`config.mk`:
```
export PLATFORM = sky130hd
export DESIGN_NAME = sync_length_xor_frame_hunter
export DESIGN_NICKNAME = d
export VERILOG_FILES = /design/src/hw/rtl/fhunt_pkg.sv /design/src/hw/rtl/fhunt_hunt.sv /design/src/hw/rtl/fhunt_frame.sv /design/src/hw/rtl/sync_length_xor_frame_hunter.sv
export SDC_FILE = /design/constraint.sdc
export NUM_CORES = 1
export LEC_CHECK = 0
export ABC_AREA = 0
export BUFFER_PORTS_ARGS = -buffer_cell sky130_fd_sc_hd__clkbuf_2
export CAP_MARGIN = 30
export CORE_MARGIN = 2
export CORE_UTILIZATION = 36
export CTS_BUF_LIST = sky130_fd_sc_hd__clkbuf_16
export DETAILED_ROUTE_END_ITERATION = 10
export PLACE_DENSITY = 0.62
export SYNTH_ARGS = -nofsm -noshare
export SYNTH_HDL_FRONTEND = slang
export SYNTH_SLANG_ARGS = --single-unit
```
`constraint.sdc`:
```
create_clock -name i_clk -period 6.3 [get_ports i_clk]
set_input_delay 0.315 -clock i_clk [delete_from_list [all_inputs] [get_ports i_clk]]
set_output_delay 0.315 -clock i_clk [all_outputs]
set_load 0.02 [all_outputs]
```
`src/hw/rtl/fhunt_pkg.sv`:
```
`default_nettype none

package fhunt_pkg;

    // frame buffer size, sets the overflow and length limits
    localparam int BUFFER_BYTES   = 512;
    localparam int CNT_W          = $clog2(BUFFER_BYTES);
    // decoded length: 16-bit field plus offset
    localparam int EXP_W          = 17;

    localparam logic [7:0] SYNC_BYTE = 8'h7E;
    localparam int SYNC_LEN       = 4;
    localparam int LEN_OFFSET     = 5;
    localparam int LEN_DONE_COUNT = 7;
    localparam int POS_W          = 9;

    localparam logic [EXP_W-1:0] LIMIT = EXP_W'(BUFFER_BYTES - 1);

    typedef enum logic [2:0] {
        ST_HUNT,
        ST_SYNC,
        ST_BODY,
        ST_GOOD,
        ST_TOOBIG,
        ST_BADSUM,
        ST_OVERFLOW
    } t_status;

    typedef enum logic {
        MODE_HUNT,
        MODE_FRAME
    } t_mode;

    typedef logic [3:0][7:0] t_window;

    // outcome of one byte while hunting
    typedef struct packed {
        t_window    window;
        logic [1:0] count;
        logic       hit;
    } t_hunt_res;

    // per-frame running state
    typedef struct packed {
        logic [CNT_W-1:0] frame_count;
        logic [7:0]       length_low;
        logic [EXP_W-1:0] exp_len;
        logic [7:0]       xor_acc;
    } t_frame_state;

    // outcome of one byte inside a frame
    typedef struct packed {
        t_frame_state next;
        logic         done;
        t_status      status;
    } t_frame_res;

endpackage

`default_nettype wire

```
`src/hw/rtl/fhunt_hunt.sv`:
```
`default_nettype none

module fhunt_hunt import fhunt_pkg::*; (
    input  logic [7:0] i_data_byte,
    input  t_window    i_window,
    input  logic [1:0] i_count,
    output t_hunt_res  o_res
);

    t_window w;

    // write byte into window, test for full sync, slide on mismatch
    always_comb begin
        w             = i_window;
        w[i_count]    = i_data_byte;
        o_res.window  = w;
        o_res.count   = i_count + 2'd1;
        o_res.hit     = 1'b0;
        if (i_count == 2'd3) begin
            if (w[0] == SYNC_BYTE && w[1] == SYNC_BYTE &&
                w[2] == SYNC_BYTE && w[3] == SYNC_BYTE) begin
                o_res.hit   = 1'b1;
                o_res.count = 2'd0;
            end else if (w[1] == SYNC_BYTE) begin
                o_res.window[0] = w[1];
                o_res.window[1] = w[2];
                o_res.window[2] = w[3];
                o_res.count     = 2'd3;
            end else if (w[2] == SYNC_BYTE) begin
                o_res.window[0] = w[2];
                o_res.window[1] = w[3];
                o_res.count     = 2'd2;
            end else if (w[3] == SYNC_BYTE) begin
                o_res.window[0] = w[3];
                o_res.count     = 2'd1;
            end else begin
                o_res.count = 2'd0;
            end
        end
    end

endmodule

`default_nettype wire

```
`src/hw/rtl/fhunt_frame.sv`:
```
`default_nettype none

module fhunt_frame import fhunt_pkg::*; (
    input  logic [7:0]   i_data_byte,
    input  t_frame_state i_state,
    output t_frame_res   o_res
);

    logic [CNT_W-1:0] fc;
    logic [EXP_W-1:0] fc_ext;
    logic             len_byte;

    always_comb begin
        fc       = i_state.frame_count + CNT_W'(1);
        fc_ext   = EXP_W'(fc);
        len_byte = (fc == CNT_W'(LEN_DONE_COUNT));

        // running state: count, checksum, length capture
        o_res.next.frame_count = fc;
        o_res.next.xor_acc     = i_state.xor_acc ^ i_data_byte;
        o_res.next.length_low  = (fc == CNT_W'(LEN_OFFSET + 1)) ? i_data_byte
                                                                 : i_state.length_low;
        o_res.next.exp_len     = len_byte ?
            EXP_W'({i_data_byte, i_state.length_low}) + EXP_W'(LEN_OFFSET) :
            i_state.exp_len;

        // end-of-frame decisions, length check first
        o_res.done   = 1'b1;
        o_res.status = ST_BODY;
        if (len_byte && o_res.next.exp_len >= LIMIT) begin
            o_res.status = ST_TOOBIG;
        end else if (fc_ext >= LIMIT) begin
            o_res.status = ST_OVERFLOW;
        end else if (fc_ext == o_res.next.exp_len) begin
            o_res.status = (o_res.next.xor_acc != 8'd0) ? ST_BADSUM : ST_GOOD;
        end else begin
            o_res.done   = 1'b0;
            o_res.status = ST_BODY;
        end
    end

endmodule

`default_nettype wire

```
`src/hw/rtl/sync_length_xor_frame_hunter.sv`:
```
// Byte-serial deframer. It hunts for four 0x7E sync bytes, then counts frame
// bytes, takes a 16-bit little-endian length from frame bytes 5 and 6, XORs
// every byte and ends the frame at byte count length + 5 with a good or bad
// checksum status; too-large lengths and buffer overflow drop the frame.
// Every byte comes out once with its frame position and status. One byte is
// taken per clock while the output does not stall; each result passes the
// input register and then the result register around the per-byte decode
// logic. The result register holds while the output stalls, and a new
// byte is still taken as long as the input register can move on.

`default_nettype none

module sync_length_xor_frame_hunter import fhunt_pkg::*; (
    input  logic                i_clk,
    input  logic                i_rst_n,
    input  logic                i_valid,
    output logic                o_stall,
    input  logic [7:0]          i_data_byte,
    output logic                o_valid,
    input  logic                i_stall,
    output logic [7:0]          o_byte_out,
    output logic [POS_W-1:0]    o_byte_pos,
    output logic [2:0]          o_status
);

    logic               r_in_valid;
    logic [7:0]         r_in_byte;
    t_mode              r_mode;
    t_mode              n_mode;
    t_window            r_window;
    t_window            n_window;
    logic [1:0]         r_sync_count;
    logic [1:0]         n_sync_count;
    t_frame_state       r_frame;
    t_frame_state       n_frame;
    logic               r_out_valid;
    logic [7:0]         r_out_byte;
    logic [POS_W-1:0]   r_out_pos;
    logic [POS_W-1:0]   n_out_pos;
    t_status            r_out_status;
    t_status            n_out_status;

    logic               advance;
    logic               step;
    t_hunt_res          hunt_res;
    t_frame_res         frame_res;
    logic [CNT_W+POS_W-1:0] pos_ext;

    // pipeline flow control
    assign advance = !r_out_valid || !i_stall;
    assign step    = advance && r_in_valid;
    assign o_stall = r_in_valid && !advance;

    // input register
    always_ff @(posedge i_clk) begin
        if (!i_rst_n) begin
            r_in_valid <= 1'b0;
        end else if (!o_stall) begin
            r_in_valid <= i_valid;
        end
        if (!o_stall) begin
            r_in_byte <= i_data_byte;
        end
    end

    fhunt_hunt u_hunt (
        .i_data_byte (r_in_byte),
        .i_window    (r_window),
        .i_count     (r_sync_count),
        .o_res       (hunt_res)
    );

    fhunt_frame u_frame (
        .i_data_byte (r_in_byte),
        .i_state     (r_frame),
        .o_res       (frame_res)
    );

    // next mode
    always_comb begin
        n_mode = r_mode;
        case (r_mode)
            MODE_HUNT:  if (hunt_res.hit) begin
                n_mode = MODE_FRAME;
            end
            MODE_FRAME: if (frame_res.done) begin
                n_mode = MODE_HUNT;
            end
            default:    n_mode = MODE_HUNT;
        endcase
    end

    // datapath and result selection
    always_comb begin
        pos_ext      = {{POS_W{1'b0}}, r_frame.frame_count};
        n_window     = r_window;
        n_sync_count = r_sync_count;
        n_frame      = r_frame;
        n_out_pos    = '0;
        n_out_status = ST_HUNT;
        case (r_mode)
            MODE_HUNT: begin
                n_window     = hunt_res.window;
                n_sync_count = hunt_res.count;
                if (hunt_res.hit) begin
                    n_frame.frame_count = CNT_W'(SYNC_LEN);
                    n_frame.xor_acc     = 8'd0;
                    n_out_pos           = POS_W'(SYNC_LEN - 1);
                    n_out_status        = ST_SYNC;
                end
            end
            MODE_FRAME: begin
                n_frame      = frame_res.next;
                n_out_pos    = pos_ext[POS_W-1:0];
                n_out_status = frame_res.status;
            end
            default: begin
                n_out_status = ST_HUNT;
            end
        endcase
    end

    // block state
    always_ff @(posedge i_clk) begin
        if (!i_rst_n) begin
            r_mode       <= MODE_HUNT;
            r_window     <= '0;
            r_sync_count <= 2'd0;
            r_frame      <= '0;
        end else if (step) begin
            r_mode       <= n_mode;
            r_window     <= n_window;
            r_sync_count <= n_sync_count;
            r_frame      <= n_frame;
        end
    end

    // result register
    always_ff @(posedge i_clk) begin
        if (!i_rst_n) begin
            r_out_valid <= 1'b0;
        end else if (advance) begin
            r_out_valid <= r_in_valid;
        end
        if (step) begin
            r_out_byte   <= r_in_byte;
            r_out_pos    <= n_out_pos;
            r_out_status <= n_out_status;
        end
    end

    assign o_valid    = r_out_valid;
    assign o_byte_out = r_out_byte;
    assign o_byte_pos = r_out_pos;
    assign o_status   = r_out_status;

`ifndef SYNTHESIS
    // input side only stalls behind a held result
    a_stall_cause: assert property (@(posedge i_clk) disable iff (!i_rst_n)
        o_stall |-> (o_valid && i_stall))
        else $error("input stalled without a held result");

    // hunting bytes carry no position
    a_hunt_pos: assert property (@(posedge i_clk) disable iff (!i_rst_n)
        (o_valid && o_status == ST_HUNT) |-> (o_byte_pos == '0))
        else $error("hunting byte with nonzero position");

    // sync completion is always the fourth sync byte
    a_sync_byte: assert property (@(posedge i_clk) disable iff (!i_rst_n)
        (o_valid && o_status == ST_SYNC) |->
            (o_byte_out == SYNC_BYTE && o_byte_pos == POS_W'(SYNC_LEN - 1)))
        else $error("sync status on wrong byte");

    // a frame in progress never holds a count at the buffer limit
    a_count_bound: assert property (@(posedge i_clk) disable iff (!i_rst_n)
        (r_mode == MODE_FRAME) |-> (EXP_W'(r_frame.frame_count) < LIMIT))
        else $error("frame count past buffer limit");
`endif

endmodule

`default_nettype wire

```
# == Word-level counts from Yosys, hierarchy flattened ==
# Index checks and enable logic that the tools add are counted.
# Widths: inputs -> output; s select.
# op_classes
reduce_logical,16
n_bitwise,2
order_cmp,4
mux,32
addsub,3
eq_ne,9
# ops
cell,n
$mux 8,5
$pmux 9 s2,2
$bwmux 32,1
$eq 8x7->1 const B,4
$mux 27,1
$mux 24,1
$eq 9x3->1 const B,2
$mux 18,1
$add 16x3->17 const B,1
$eq 9x17->1,1
$ge 17x9->1 const B,1
$mux 17,1
$demux 8 s2,1
$pmux 8 s2,1
$mux 3,4
$mux 10,1
$add 9x1->9 const B,1
$ge 9x9->1 const B,1
$mux 9,1
$mux 1,8
$reduce_bool 8->1,1
$xor 8x8->8,1
$logic_and 1x1->1,7
$pmux 3 s2,1
other kinds (12),17
# totals
out_inout_bits,22
elab_cells,82
regBits,107
inputBits,12

# == Logic depth before layout (Yosys ltp) ==
# Gate-level depths: netlist (run 1).
# logic_depth
word_depth,13
ltp_mapped,12
ltp_nobuf,10

# == Cells and area by module ==
# From an unflattened synthesis (run 1), not the netlist that was laid out.
# unflattened
hier_cells,717
hier_area_um2,6347.3
# by_module_without_submodules
module,seq_area_each_um2,cells_each,n_inst,area_each_um2
sync_length_xor_frame_hunter,2422.3,366,1,3848.7
fhunt_frame,0.0,214,1,1452.6
fhunt_hunt,0.0,137,1,1046.0

# == Worst setup path before layout (run 1) ==
# OpenSTA, ideal clock, no wires.
# synth_path
path_type,register to register
start,reg r_out_valid (netlist: o_valid)
end,reg r_frame[31] in the netlist's numbering
required_time_ns,6.184
period_less_slack_ns,2.963
t_arrival_ns,2.846
path_buffers,1
path_stages_with_launch,8
slack_ns,3.337
cell_sequence,dfxtp_1 -> a21boi_1 -> and2_1 -> clkbuf_1 -> nand2_1 -> nor3_4 -> mux2i_1 -> nor2b_1
# synth_via
elab_chain_len,4
# synth_lines
element,line,source
"start, declared",sync_length_xor_frame_hunter.sv:36,logic r_out_valid;
"start signal, assigned",sync_length_xor_frame_hunter.sv:143,r_out_valid <= r_in_valid;
$logic_not 1->1,sync_length_xor_frame_hunter.sv:50,assign advance = !r_out_valid || !i_stall;
$logic_or 1x1->1,sync_length_xor_frame_hunter.sv:50,
$logic_and 1x1->1,sync_length_xor_frame_hunter.sv:51,assign step = advance && r_in_valid;
net step,sync_length_xor_frame_hunter.sv:44,logic step;
$reduce_and 3->1 (no source line),--,
"end signal, assigned",sync_length_xor_frame_hunter.sv:134,r_frame <= n_frame;
"end, declared",sync_length_xor_frame_hunter.sv:34,t_frame_state r_frame;
# The timed path passes the listed nets, and every way through them passes these cells.
# A chain may end at the register's enable or synchronous reset.

# == Final worst setup path (run 1) ==
# layout_path
start,reg r_sync_count[0]
end,reg r_frame[7] in the netlist's numbering
# layout_via
elab_chain_len,13
word_cells_on_any_way,18
cone_classes,2 x order compare; 6 x eq/ne; 5 x mux; 5 x reduce/logical
# layout_lines
element,line,source
"start, declared",sync_length_xor_frame_hunter.sv:32,logic [1:0] r_sync_count;
"start signal, assigned",sync_length_xor_frame_hunter.sv:133,r_sync_count <= n_sync_count;
$lt 2x3->1 (implied by the code) or $ge 2x1->1 (tied branches),fhunt_hunt.sv:15,w[i_count] = i_data_byte;
$logic_and 1x1->1 (implied by the code),fhunt_hunt.sv:15,
$mux 8 (implied by the code),fhunt_hunt.sv:15,
$demux 8 s2,--,
$bwmux 32,fhunt_hunt.sv:15,
$eq 8x7->1,fhunt_hunt.sv:20,if (w[0] == SYNC_BYTE && w[1] == SYNC_BYTE &&
$logic_and 1x1->1 (2 in a row),fhunt_hunt.sv:20,
$logic_and 1x1->1,fhunt_hunt.sv:21,w[2] == SYNC_BYTE && w[3] == SYNC_BYTE) begin
$mux 1,fhunt_hunt.sv:20,
$mux 27 (*),fhunt_hunt.sv:19,if (i_count == 2'd3) begin
$ne 2x2->1 (no source line) (*),--,
$reduce_and 2->1 (no source line) (*),--,
# Mark *: on every way between the ends. The rest lies on a longest branch, timed or not.

==> results of run 1 <==
## routing by layer
metal  track usage, %  vias up
met3             4.13       28
li1                 -     2234
met2             27.9      100
met1             21.3     2126
met4             6.07        0
met5                0        -
## Yosys cell counts, drive strengths merged, types with 13 or more instances
| master | count | area share [%] |
|---|---|---|
| nand3 | 30 | 2.6 |
| dfxtp | 79 | 28 |
| o21ai | 39 | 3.5 |
| xnor2 | 30 | 4.9 |
| inv | 16 | 1.1 |
| mux2i | 21 | 3.7 |
| nor2b | 35 | 3.9 |
| nor2 | 38 | 2.9 |
| buf | 14 | 1.5 |
| and2 | 13 | 1.4 |
| nand2 | 55 | 3.6 |
| nor3 | 21 | 2.3 |
| o211a | 14 | 2.5 |
| edfxtp | 28 | 15 |
| a21oi | 29 | 2.6 |
| clkbuf | 29 | 1.9 |
## registers in the layout, summed over array words and instances, names as in the netlist
| register | cells |
|---|---|
| o_status | 3 |
| o_byte_pos | 9 |
| r_in_valid | 1 |
| r_mode | 1 |
| o_valid | 1 |
| r_sync_count | 2 |
| r_in_byte | 8 |
| r_frame | 33 |
| pos_ext | 9 |
| o_byte_out | 8 |
| r_window | 32 |
## cell usage in the layout, fill, tap and decap left out, types with 11 or more instances in the layout
master | synthesis | routed
sky130_fd_sc_hd__inv_1 | 15 | 15
sky130_fd_sc_hd__nor2_1 | 36 | 36
sky130_fd_sc_hd__xnor2_1 | 28 | 28
sky130_fd_sc_hd__a21oi_1 | 29 | 29
sky130_fd_sc_hd__and2_1 | 13 | 13
sky130_fd_sc_hd__dfxtp_1 | 79 | 79
sky130_fd_sc_hd__edfxtp_1 | 28 | 28
sky130_fd_sc_hd__o21ai_1 | 26 | 26
sky130_fd_sc_hd__nor4_1 | 11 | 11
sky130_fd_sc_hd__nand3_1 | 30 | 30
sky130_fd_sc_hd__nand2_1 | 55 | 55
sky130_fd_sc_hd__nor3_1 | 18 | 18
sky130_fd_sc_hd__o21ai_0 | 12 | 12
sky130_fd_sc_hd__buf_4 | 3 | 11
sky130_fd_sc_hd__nor2b_1 | 35 | 35
sky130_fd_sc_hd__clkbuf_2 | 1 | 33
sky130_fd_sc_hd__o211a_1 | 14 | 14
sky130_fd_sc_hd__mux2i_1 | 21 | 21
## critical path, stage by stage, from the launching register on
cell                      delay, ns
sky130_fd_sc_hd__dfxtp_1       0.40
sky130_fd_sc_hd__ha_1          0.57
sky130_fd_sc_hd__inv_2         0.14
sky130_fd_sc_hd__nor4_1        0.33
sky130_fd_sc_hd__o21ai_1       0.20
sky130_fd_sc_hd__or3_1         0.44
sky130_fd_sc_hd__nor3_2        0.27
sky130_fd_sc_hd__o21a_1        0.44
sky130_fd_sc_hd__o21ai_0       0.16
sky130_fd_sc_hd__a21oi_1       0.20
sky130_fd_sc_hd__nor2b_1       0.06
## how the worst min path moves through the flow
stage | from | cells after the start | to | slack (ns)
after detailed placement | r_window[0] | 2 | r_window[0] | 0.45
after global placement | r_window[23] | 2 | r_window[23] | 0.45
after CTS | i_data_byte[7] | 1 | r_in_byte[7] | 0.10
after floorplan | i_data_byte[0] | 0 | r_in_byte[0] | 0.41
final | i_data_byte[7] | 1 | r_in_byte[7] | 0.11
after global routing | i_data_byte[7] | 1 | r_in_byte[7] | 0.10
## power groups by stage
stage	logic (mW)	clock network [mW]	registers [mW]
2_1_floorplan	0.0596	0	0.754
4_1_cts	0.102	0.583	0.731
3_3_place_gp	0.0999	0	0.746
3_5_place_dp	0.101	0	0.747
5_1_grt	0.111	0.609	0.733
6_report	0.101	0.569	0.731
## area by class of cell
cell class | instances | area [sq um]
tap | 211 | 264
fill | 1527 | 9010
sequential | 107 | 2420
timing repair buffer | 44 | 248
inverter | 16 | 60.1
clock buffer | 9 | 225
clock inverter | 7 | 73.8
multi-input combinational | 451 | 3010
## metrics by stage
stage,utilization (%),std cells
6_report,41.2,845
5_1_grt,41.2,845
4_1_cts,41.2,845
3_5_place_dp,39.2,829
3_3_place_gp,39.2,829
2_1_floorplan,-,617
## kinds of logic after synthesis
kind of cell,count (synthesis)
XOR/XNOR,39
buffers and inverters,59
multiplexers,21
adder cells (fa/ha/maj),8
AND/OR/NAND/NOR,242
AO/OA/AOI/OAI,141
flip-flops,107
==> metrics.cfg, run 1 <==
[timing]
rsz_0062_raised_after_global_routing=no
final.period_utilization_pct=52.5
timing.setup.tns_ns=0
max_slew_margin_vs_limit_pct=38.7
hold_ws_ns=0.114
timing.fmax_mhz=302
final_period_minus_worst_setup_slack_ns=3.31
worst_clock_skew_ns=0.0126
post-route-worst-setup-slack_ns=2.99
timing.final.hold_violations=0
tightest_slew_ns=0.917
finalMaxSlewViolations=0
finalSetupViolCount=0

[setup_path]
crit_path_start=r_sync_count[0]
timing.critical_path.from_type=flop
critPathCapture=r_frame[7]
regToRegSetupSlack_ns=2.99
crit-reg2reg-capture=r_frame[7]
worst_r2r_startpoint=r_sync_count[0]
cp.arrival_ns=3.57
worst-path-max-fanout=15
crit_path_end_kind=flop
cp.required_ns=6.56
reg2reg_depth=10
crit_path_kind=reg -> reg

[layout]
flow.area_growth_from_synthesis_pct=10.8
finish.instance_area_sq_um=6300
drive_gt1_share_pct=13.2
layout.nets=649
antenna_cells=0

[yosys]
yosysSeqAreaShare_pct=42.6
ffs_w_async_s_r_synth_pct=0
number_of_flops_mapped_to_enable_cells_by_yosys=28
synthXorXnorAreaFrac_pct=6.27
synth_mux_area_share_pct=3.70
synthCells=617
synth-main-ff-cell=sky130_fd_sc_hd__dfxtp_1
syn_area_sq_um=5690
synth_top_family_by_area=simple AND/OR/NAND/NOR gates
yosysWarningCount=0
post_synthesis_mean_instance_area_sq_um=9.21
synth-adder-area-share_pct=1.76
synth.distinct_cells=72
postSynthRegisterBits=107
synth_simple_gate_area_share_pct=23.3
synthesis.nets=637
synth-compound-area-share_pct=17.8

[routing]
route.detailed.drc=0
drt_pass1_iterations=5
detail_route.wirelength.met1_um=6150
dr.first_iter.drc_count=371
met3RoutedLength_um=506
num_vias=4488
route.detailed.vias_per_inst=5.31
top_layer=met4
routed_wire_length_per_instance_um=16.0
drt-total-wl_um=13500
amount_of_wire_on_met2_after_detailed_routing_um=6560
ant_nets=0

[power]
power.sequential.fraction_pct=52.2
p_int_mw=1.04
power_leakage_nw=2.23
switching_share_pct=25.8
power.clock.fraction_pct=40.6
power_switching_mw=0.361
totalPowerFinal_mw=1.40
comb_power_share_pct=7.2
power.density_cell_area_nw_per_um2=222
vdd.ir_drop.worst_uv=123

[min_path]
worstHoldPathType=in -> reg

[clocking]
clk-insertion-delay-late_ns=0.37
cts_inserted_buffers=9
tritoncts_clock_tree=built
cts_hold_repair.buffers=0
clock-sinks=107
post_cts_resize_count=0
cts.reportedPaths.clkPinSlew_ns=0.08
postCtsSetupBuffers=0
cts_max_level=3
clk_path_buf_depth=2
clk_root_buffer_cell=sky130_fd_sc_hd__clkbuf_16

[floorplan]
fp.coreArea_sq_um=15300
starting_density_of_the_core_pct=37.1
dieHeight_um=130
die-area_sq_um=16800
number_of_i_o_pins=34
die_width_um=130
rows=45

[global_routing]
number_of_antenna_violations_at_the_first_check_in_global_routing=0
grt_pass1_vias=4260
grt_pass1_wl_um=22100
globalRouteOverflowTotal=0
grt_start_max_net_pins=88
grt_use_total_pct=16.8

[placed_design]
place_hpwl_um=9330
placedInstanceArea_sq_um=6000
place_congestion=0.852
dpl_worst_slack_ns=3.02
port_buffers=33

[job]
max_cap_viol_count=0

[outcome]
run_status=finished, final reports clean

(Power assumes the default switching activity.)
==> run 2: changes to the inputs <==
==> constraint.sdc (replaced) <==
create_clock -name i_clk -period 3.5 [get_ports i_clk]
set_input_delay 0.175 -clock i_clk [delete_from_list [all_inputs] [get_ports i_clk]]
set_output_delay 0.175 -clock i_clk [all_outputs]
set_load 0.02 [all_outputs]
==> run 2 against run 1 <==
Die area unchanged. Wire length increased by 1.1%. Register-to-register slack worse by 2.7 ns. Worst setup slack got worse by 2.7 ns. Sequential power increased by 81%. Via count grew 1.5%. Critical path type unchanged.
==> metrics.cfg, run 2 (synthesized netlist as in run 1, its figures left out) <==
[clocking]
tritoncts_clock_tree=built  ; unchanged
clk-insertion-delay-late_ns=0.37  ; about the same
clock-sinks=107  ; unchanged
clk_path_buf_depth=2  ; unchanged
cts.reportedPaths.clkPinSlew_ns=0.08  ; about the same
cts_max_level=3  ; unchanged
cts_inserted_buffers=9  ; unchanged
clk_root_buffer_cell=sky130_fd_sc_hd__clkbuf_16  ; unchanged

[global_routing]
grt_start_max_net_pins=44  ; was 88
globalRouteOverflowTotal=0  ; unchanged
number_of_antenna_violations_at_the_first_check_in_global_routing=0  ; unchanged
grt_use_total_pct=16.8  ; about the same
grt_pass1_vias=4295  ; was 4,260
grt_pass1_wl_um=22200  ; was 22,100 um

[timing]
timing.setup.tns_ns=0  ; unchanged
timing.final.hold_violations=0  ; unchanged
max_slew_margin_vs_limit_pct=55.0  ; was 38.7%
final_period_minus_worst_setup_slack_ns=3.18  ; was 3.31 ns
finalMaxSlewViolations=0  ; unchanged
timing.fmax_mhz=315  ; was 302 MHz
tightest_slew_ns=0.669  ; was 0.917 ns
hold_ws_ns=0.0302  ; was 0.114 ns
post-route-worst-setup-slack_ns=0.324  ; was 2.99 ns
final.period_utilization_pct=90.7  ; was 52.5%
finalSetupViolCount=0  ; unchanged
worst_clock_skew_ns=0.0144  ; was 0.0126 ns
rsz_0062_raised_after_global_routing=no  ; unchanged

[setup_path]
crit_path_kind=reg -> reg  ; unchanged
timing.critical_path.from_type=flop  ; unchanged
crit_path_cell_trace=ha_1 -> and3_2 -> a31oi_1 -> or3_4 -> nor3_4 -> mux2i_1 -> xnor2_1 -> nand4_1 -> nor4_1 -> nor2_1  ; was ha_1 -> inv_2 -> nor4_1 -> o21ai_1 -> or3_1 -> nor3_2 -> o21a_1 -> o21ai_0 -> a21oi_1 -> nor2b_1
crit_path_end_kind=flop  ; unchanged
max_stage_delay_ns=0.48  ; was 0.57 ns
worst-path-max-fanout=8  ; was 15
cp.required_ns=3.62  ; was 6.56 ns
cp.arrival_ns=3.30  ; was 3.57 ns
critical-path-slowest-cell=sky130_fd_sc_hd__dfxtp_1  ; was sky130_fd_sc_hd__ha_1

[routing]
route.detailed.drc=0  ; unchanged
drt-total-wl_um=13600  ; was 13,500 um
ant_nets=0  ; unchanged
route.detailed.vias_per_inst=5.28  ; was 5.31
dr.first_iter.drc_count=351  ; was 371
routed_wire_length_per_instance_um=15.8  ; was 16.0 um
num_vias=4555  ; was 4,488
drt_pass1_iterations=5  ; unchanged

[layout]
seqCellArea_sq_um=2420  ; unchanged
regs_by_ff_count=r_frame (33), r_window (32)  ; unchanged
antenna_cells=0  ; unchanged
finish.utilization_pct=42.2  ; was 41.2%
mostFrequentLayoutCells=sky130_fd_sc_hd__dfxtp_1 (79), sky130_fd_sc_hd__nand2_1 (55), sky130_fd_sc_hd__nor2_1 (36)  ; unchanged
largest_register_ff_count=33  ; unchanged
finish.instance_area_sq_um=6470  ; was 6300 sq um
layout_commonest_cell=sky130_fd_sc_hd__dfxtp_1  ; unchanged
drive_gt1_share_pct=14.4  ; was 13.2%
fill_cells=1550  ; was 1,527
top_register=r_frame  ; unchanged
multiInputGateArea_sq_um=3010  ; unchanged
layout.nets=667  ; was 649
flow.area_growth_from_synthesis_pct=13.8  ; was 10.8%

[placed_design]
port_buffers=33  ; unchanged
dpl_worst_slack_ns=0.375  ; was 3.02 ns
place_congestion=0.883  ; was 0.852
placedInstanceArea_sq_um=6090  ; was 6000 sq um
place_hpwl_um=9940  ; was 9330 um

[floorplan]
number_of_i_o_pins=34  ; unchanged
rows=45  ; unchanged
fp.coreArea_sq_um=15300  ; unchanged
die_width_um=130  ; unchanged
dieHeight_um=130  ; unchanged
starting_density_of_the_core_pct=37.1  ; unchanged
die-area_sq_um=16800  ; unchanged

[job]
max_cap_viol_count=0  ; unchanged

[power]
switching_share_pct=25.7  ; was 25.8%
p_int_mw=1.88  ; was 1.04 mW
comb_power_share_pct=7.7  ; was 7.2%
power.sequential.fraction_pct=52.2  ; about the same
vdd.ir_drop.worst_uv=286  ; was 123 uV
power_switching_mw=0.650  ; was 0.361 mW
power.clock.fraction_pct=40.1  ; was 40.6%
power.density_cell_area_nw_per_um2=391  ; was 222 nW/um^2
power_leakage_nw=2.32  ; was 2.23 nW

[outcome]
run_status=finished, final reports clean  ; unchanged

[min_path]
worstHoldPathType=in -> reg  ; unchanged

[run 2: stage by stage]
step	total power, mW	instances
2_1_floorplan	1.46	617
3_3_place_gp	1.53	838
3_5_place_dp	1.54	839
4_1_cts	2.55	863
5_1_grt	2.62	863
6_report	2.53	863
[run 2: final cells by class]
type,count,share of cell area (%)
Inverter,16,0.929
Clock inverter,7,1.10
Tap cell,211,4.08
Sequential cell,107,37.5
Clock buffer,9,3.48
Multi-Input combinational cell,451,46.5
Timing Repair Buffer,62,6.42
[run 2: final timing paths]
path	cells past startpoint	to	from	slack [ns]
setup / recovery	10	o_status[1]	pos_ext[1]	0.32
hold / removal	2	r_in_valid	i_valid	0.03
setup reg to reg	10	o_status[1]	pos_ext[1]	0.32
hold reg to reg	2	r_window[23]	r_window[23]	0.47
[run 2: power groups by stage]
stage	sequential, mW	combinational (mW)	clock [mW]
5_1_grt	1.32	0.211	1.09
2_1_floorplan	1.36	0.107	0
6_report	1.32	0.195	1.01
3_3_place_gp	1.35	0.181	0
3_5_place_dp	1.35	0.187	0
4_1_cts	1.32	0.194	1.04
[run 2: critical path, delay by kind of cell (launching register included)]
family	cells	cell delay, ns
simple gates	6	1.55
flops	1	0.48
fa+ha+maj	1	0.33
mux	1	0.30
xor+xnor	1	0.15
compound gates	1	0.13
[run 2: timing repair]
action | in CTS | in global routing
resized for setup | 0 | 0
setup buffers | 0 | 0
endpoints found under the hold margin | 8 | 0
hold buffers | 8 | 0
[run 2: layer usage]
layer | global-route usage, % | vias to the layer above | wire length [um]
met1 | 22.2 | 2167 | 6460
met3 | 4.46 | 21 | 595
met2 | 27.3 | 93 | 6350
met5 | 0 | - | 0
li1 | - | 2274 | -
met4 | 4.24 | 0 | 241
==> run 3: changes to the inputs <==
--- a/config.mk
+++ b/config.mk
@@ -8,11 +8,10 @@
 export ABC_AREA = 0
 export BUFFER_PORTS_ARGS = -buffer_cell sky130_fd_sc_hd__clkbuf_2
 export CAP_MARGIN = 30
-export CORE_MARGIN = 2
-export CORE_UTILIZATION = 36
+export CORE_UTILIZATION = 61
 export CTS_BUF_LIST = sky130_fd_sc_hd__clkbuf_16
 export DETAILED_ROUTE_END_ITERATION = 10
-export PLACE_DENSITY = 0.62
+export PLACE_DENSITY = 0.9
 export SYNTH_ARGS = -nofsm -noshare
 export SYNTH_HDL_FRONTEND = slang
 export SYNTH_SLANG_ARGS = --single-unit
==> run 3 against run 2 <==
The run now ends with DRC left. Core utilization up 29 points. Count of clock-buffer cells in the layout is the same. Maximum frequency fell by 1.8%. First-iteration DRC count increased by 35%.
==> metrics.cfg, run 3 (synthesized netlist as in run 1, its figures left out) <==
[outcome]
run_status=complete, but fails checks  ; was finished, final reports clean
violations=DRC

[clocking]
clk-insertion-delay-late_ns=0.35  ; was 0.37 ns
tritoncts_clock_tree=built  ; unchanged
cts.reportedPaths.clkPinSlew_ns=0.07  ; was 0.08 ns
clk_path_buf_depth=2  ; unchanged
cts_max_level=3  ; unchanged
clock-sinks=107  ; unchanged
cts_inserted_buffers=9  ; unchanged
clk_root_buffer_cell=sky130_fd_sc_hd__clkbuf_16  ; unchanged
postCtsSetupBuffers=0  ; unchanged

[min_path]
worstHoldPathType=in -> reg  ; unchanged

[power]
power_leakage_nw=2.31  ; was 2.32 nW
power.density_cell_area_nw_per_um2=407  ; was 391 nW/um^2
totalPowerFinal_mw=2.57  ; was 2.53 mW
vdd.ir_drop.worst_uv=359  ; was 286 uV

[timing]
finalMaxSlewViolations=0  ; unchanged
rsz_0062_raised_after_global_routing=no  ; unchanged
timing.fmax_mhz=309  ; was 315 MHz
final.period_utilization_pct=92.4  ; was 90.7%
post-route-worst-setup-slack_ns=0.266  ; was 0.324 ns
max_slew_margin_vs_limit_pct=53.9  ; was 55.0%
timing.setup.tns_ns=0  ; unchanged
worst_clock_skew_ns=0.00889  ; was 0.0144 ns
timing.final.hold_violations=0  ; unchanged
tightest_slew_ns=0.689  ; was 0.669 ns
final_period_minus_worst_setup_slack_ns=3.23  ; was 3.18 ns
finalSetupViolCount=0  ; unchanged

[routing]
route.detailed.drc=1  ; was 0
drt-total-wl_um=13800  ; was 13,600 um
routed_wire_length_per_instance_um=18.2  ; was 15.8 um
dr.first_iter.drc_count=473  ; was 351
route.detailed.vias_per_inst=6.35  ; was 5.28
drt_pass1_iterations=8  ; was 5
num_vias=4797  ; was 4,555
ant_nets=0  ; unchanged

[floorplan]
rows=34  ; was 45
die_width_um=98.5  ; was 130 um
fp.coreArea_sq_um=8890  ; was 15,300 sq um
starting_density_of_the_core_pct=63.9  ; was 37.1%
dieHeight_um=98.5  ; was 130 um
die-area_sq_um=9710  ; was 16,800 sq um
number_of_i_o_pins=34  ; unchanged

[setup_path]
worst_path_dominant_cell_family=compound AO/OA/AOI/OAI gates  ; was simple AND/OR/NAND/NOR gates
crit_path_end_kind=flop  ; unchanged
worst-path-max-fanout=14  ; was 8
critical-path-slowest-cell=sky130_fd_sc_hd__o21a_1  ; was sky130_fd_sc_hd__dfxtp_1
cp.required_ns=3.75  ; was 3.62 ns
crit_path_kind=reg -> reg  ; unchanged
cp.arrival_ns=3.48  ; was 3.30 ns
crit_path_cell_trace=ha_1 -> mux2i_1 -> o21ai_1 -> or3_1 -> nor3_2 -> o21a_1 -> o21ai_0 -> a21oi_1 -> nor2b_1  ; was ha_1 -> and3_2 -> a31oi_1 -> or3_4 -> nor3_4 -> mux2i_1 -> xnor2_1 -> nand4_1 -> nor4_1 -> nor2_1
max_stage_delay_ns=0.46  ; was 0.48 ns
cp_num_buf_inv=0  ; unchanged
timing.critical_path.from_type=flop  ; unchanged

[job]
max_cap_viol_count=0  ; unchanged

[layout]
fill_cells=620  ; was 1,550
layout.nets=663  ; was 667
top_register=r_frame  ; unchanged
antenna_cells=0  ; unchanged
drive_gt1_share_pct=14.4  ; about the same
layout_commonest_cell=sky130_fd_sc_hd__dfxtp_1  ; unchanged
flow.area_growth_from_synthesis_pct=11.2  ; was 13.8%
largest_register_ff_count=33  ; unchanged
regs_by_ff_count=r_frame (33), r_window (32)  ; unchanged
mostFrequentLayoutCells=sky130_fd_sc_hd__dfxtp_1 (78), sky130_fd_sc_hd__nand2_1 (55), sky130_fd_sc_hd__nor2_1 (36)  ; was sky130_fd_sc_hd__dfxtp_1 (79), sky130_fd_sc_hd__nand2_1 (55), sky130_fd_sc_hd__nor2_1 (36)

[global_routing]
number_of_antenna_violations_at_the_first_check_in_global_routing=0  ; unchanged
grt_pass1_vias=4586  ; was 4,295
grt_start_max_net_pins=58  ; was 44
globalRouteOverflowTotal=0  ; unchanged
grt_use_total_pct=29.7  ; was 16.8%
grt_pass1_wl_um=22900  ; was 22,200 um

[placed_design]
place_hpwl_um=9490  ; was 9940 um
dpl_worst_slack_ns=0.287  ; was 0.375 ns
place_congestion=0.926  ; was 0.883
port_buffers=33  ; unchanged

==> run 3: cell types whose count changed in the layout (fill, tap and decap cells not counted), sizes merged <==
| cell | change |
|---|---|
| dlygate4sd3 | -1 |
| buf | -3 |
| inv | -1 |
| bufinv | +1 |
==> run 3: layout make-up <==
cell class	instances	area, sq um	share of cell area (%)
multi-input combinational	451	3010	47.6
sequential	107	2420	38.3
timing repair buffer	58	383	6.06
clock buffer	9	225	3.56
tap	108	135	2.14
clock inverter	7	83.8	1.33
inverter	16	60.1	0.950
==> run 3: stage by stage <==
step	util, %	hold WS (ns)	area [sq um]	instances
global placement	66.6	0.354	5920	732
finish	71.1	0.0112	6320	756
floorplan	-	0.274	5690	617
detailed placement	66.6	0.354	5920	732
global route	71.1	0.00199	6320	756
CTS	70.7	0.00187	6290	754
==> run 3: metal layers <==
| metal | vias to the layer above | track usage [%] | share of wire, % |
|---|---|---|---|
| met5 | - | 0 | 0 |
| met4 | 0 | 10.8 | 2.2 |
| met3 | 32 | 6.67 | 7.4 |
| met2 | 197 | 47.8 | 47 |
| met1 | 2301 | 39.3 | 43 |
| li1 | 2267 | - | - |
==> run 3: report_power, final <==
group	total [mW]	internal, mW	switching (mW)
Sequential	1.32	1.30	0.0196
Clock	1.06	0.571	0.486
Combinational	0.195	0.0718	0.124
Total	2.57	1.94	0.629
==> run 3: worst register-to-register path, stage by stage, from the launching register on <==
cell and delay, ns:
sky130_fd_sc_hd__dfxtp_1 0.41, sky130_fd_sc_hd__ha_1 0.43, sky130_fd_sc_hd__mux2i_1 0.44, sky130_fd_sc_hd__o21ai_1 0.24, sky130_fd_sc_hd__or3_1 0.45, sky130_fd_sc_hd__nor3_2 0.28, sky130_fd_sc_hd__o21a_1 0.47, sky130_fd_sc_hd__o21ai_0 0.18
sky130_fd_sc_hd__a21oi_1 0.18, sky130_fd_sc_hd__nor2b_1 0.06
==> run 3: worst paths after layout <==
path | start | slack (ns) | end | depth (start not counted)
hold reg to reg | r_window[23] | 0.46 | r_window[23] | 2
setup / recovery | r_sync_count[0] | 0.27 | r_frame[7] | 9
setup reg to reg | r_sync_count[0] | 0.27 | r_frame[7] | 9
hold / removal | i_data_byte[4] | 0.01 | r_in_byte[4] | 1
==> run 3: what timing repair did <==
item	4_1_cts	5_1_grt
hold buffers	6	1
setup endpoints to repair	0	1
gates resized for setup	0	1
endpoints found under the hold margin	6	1
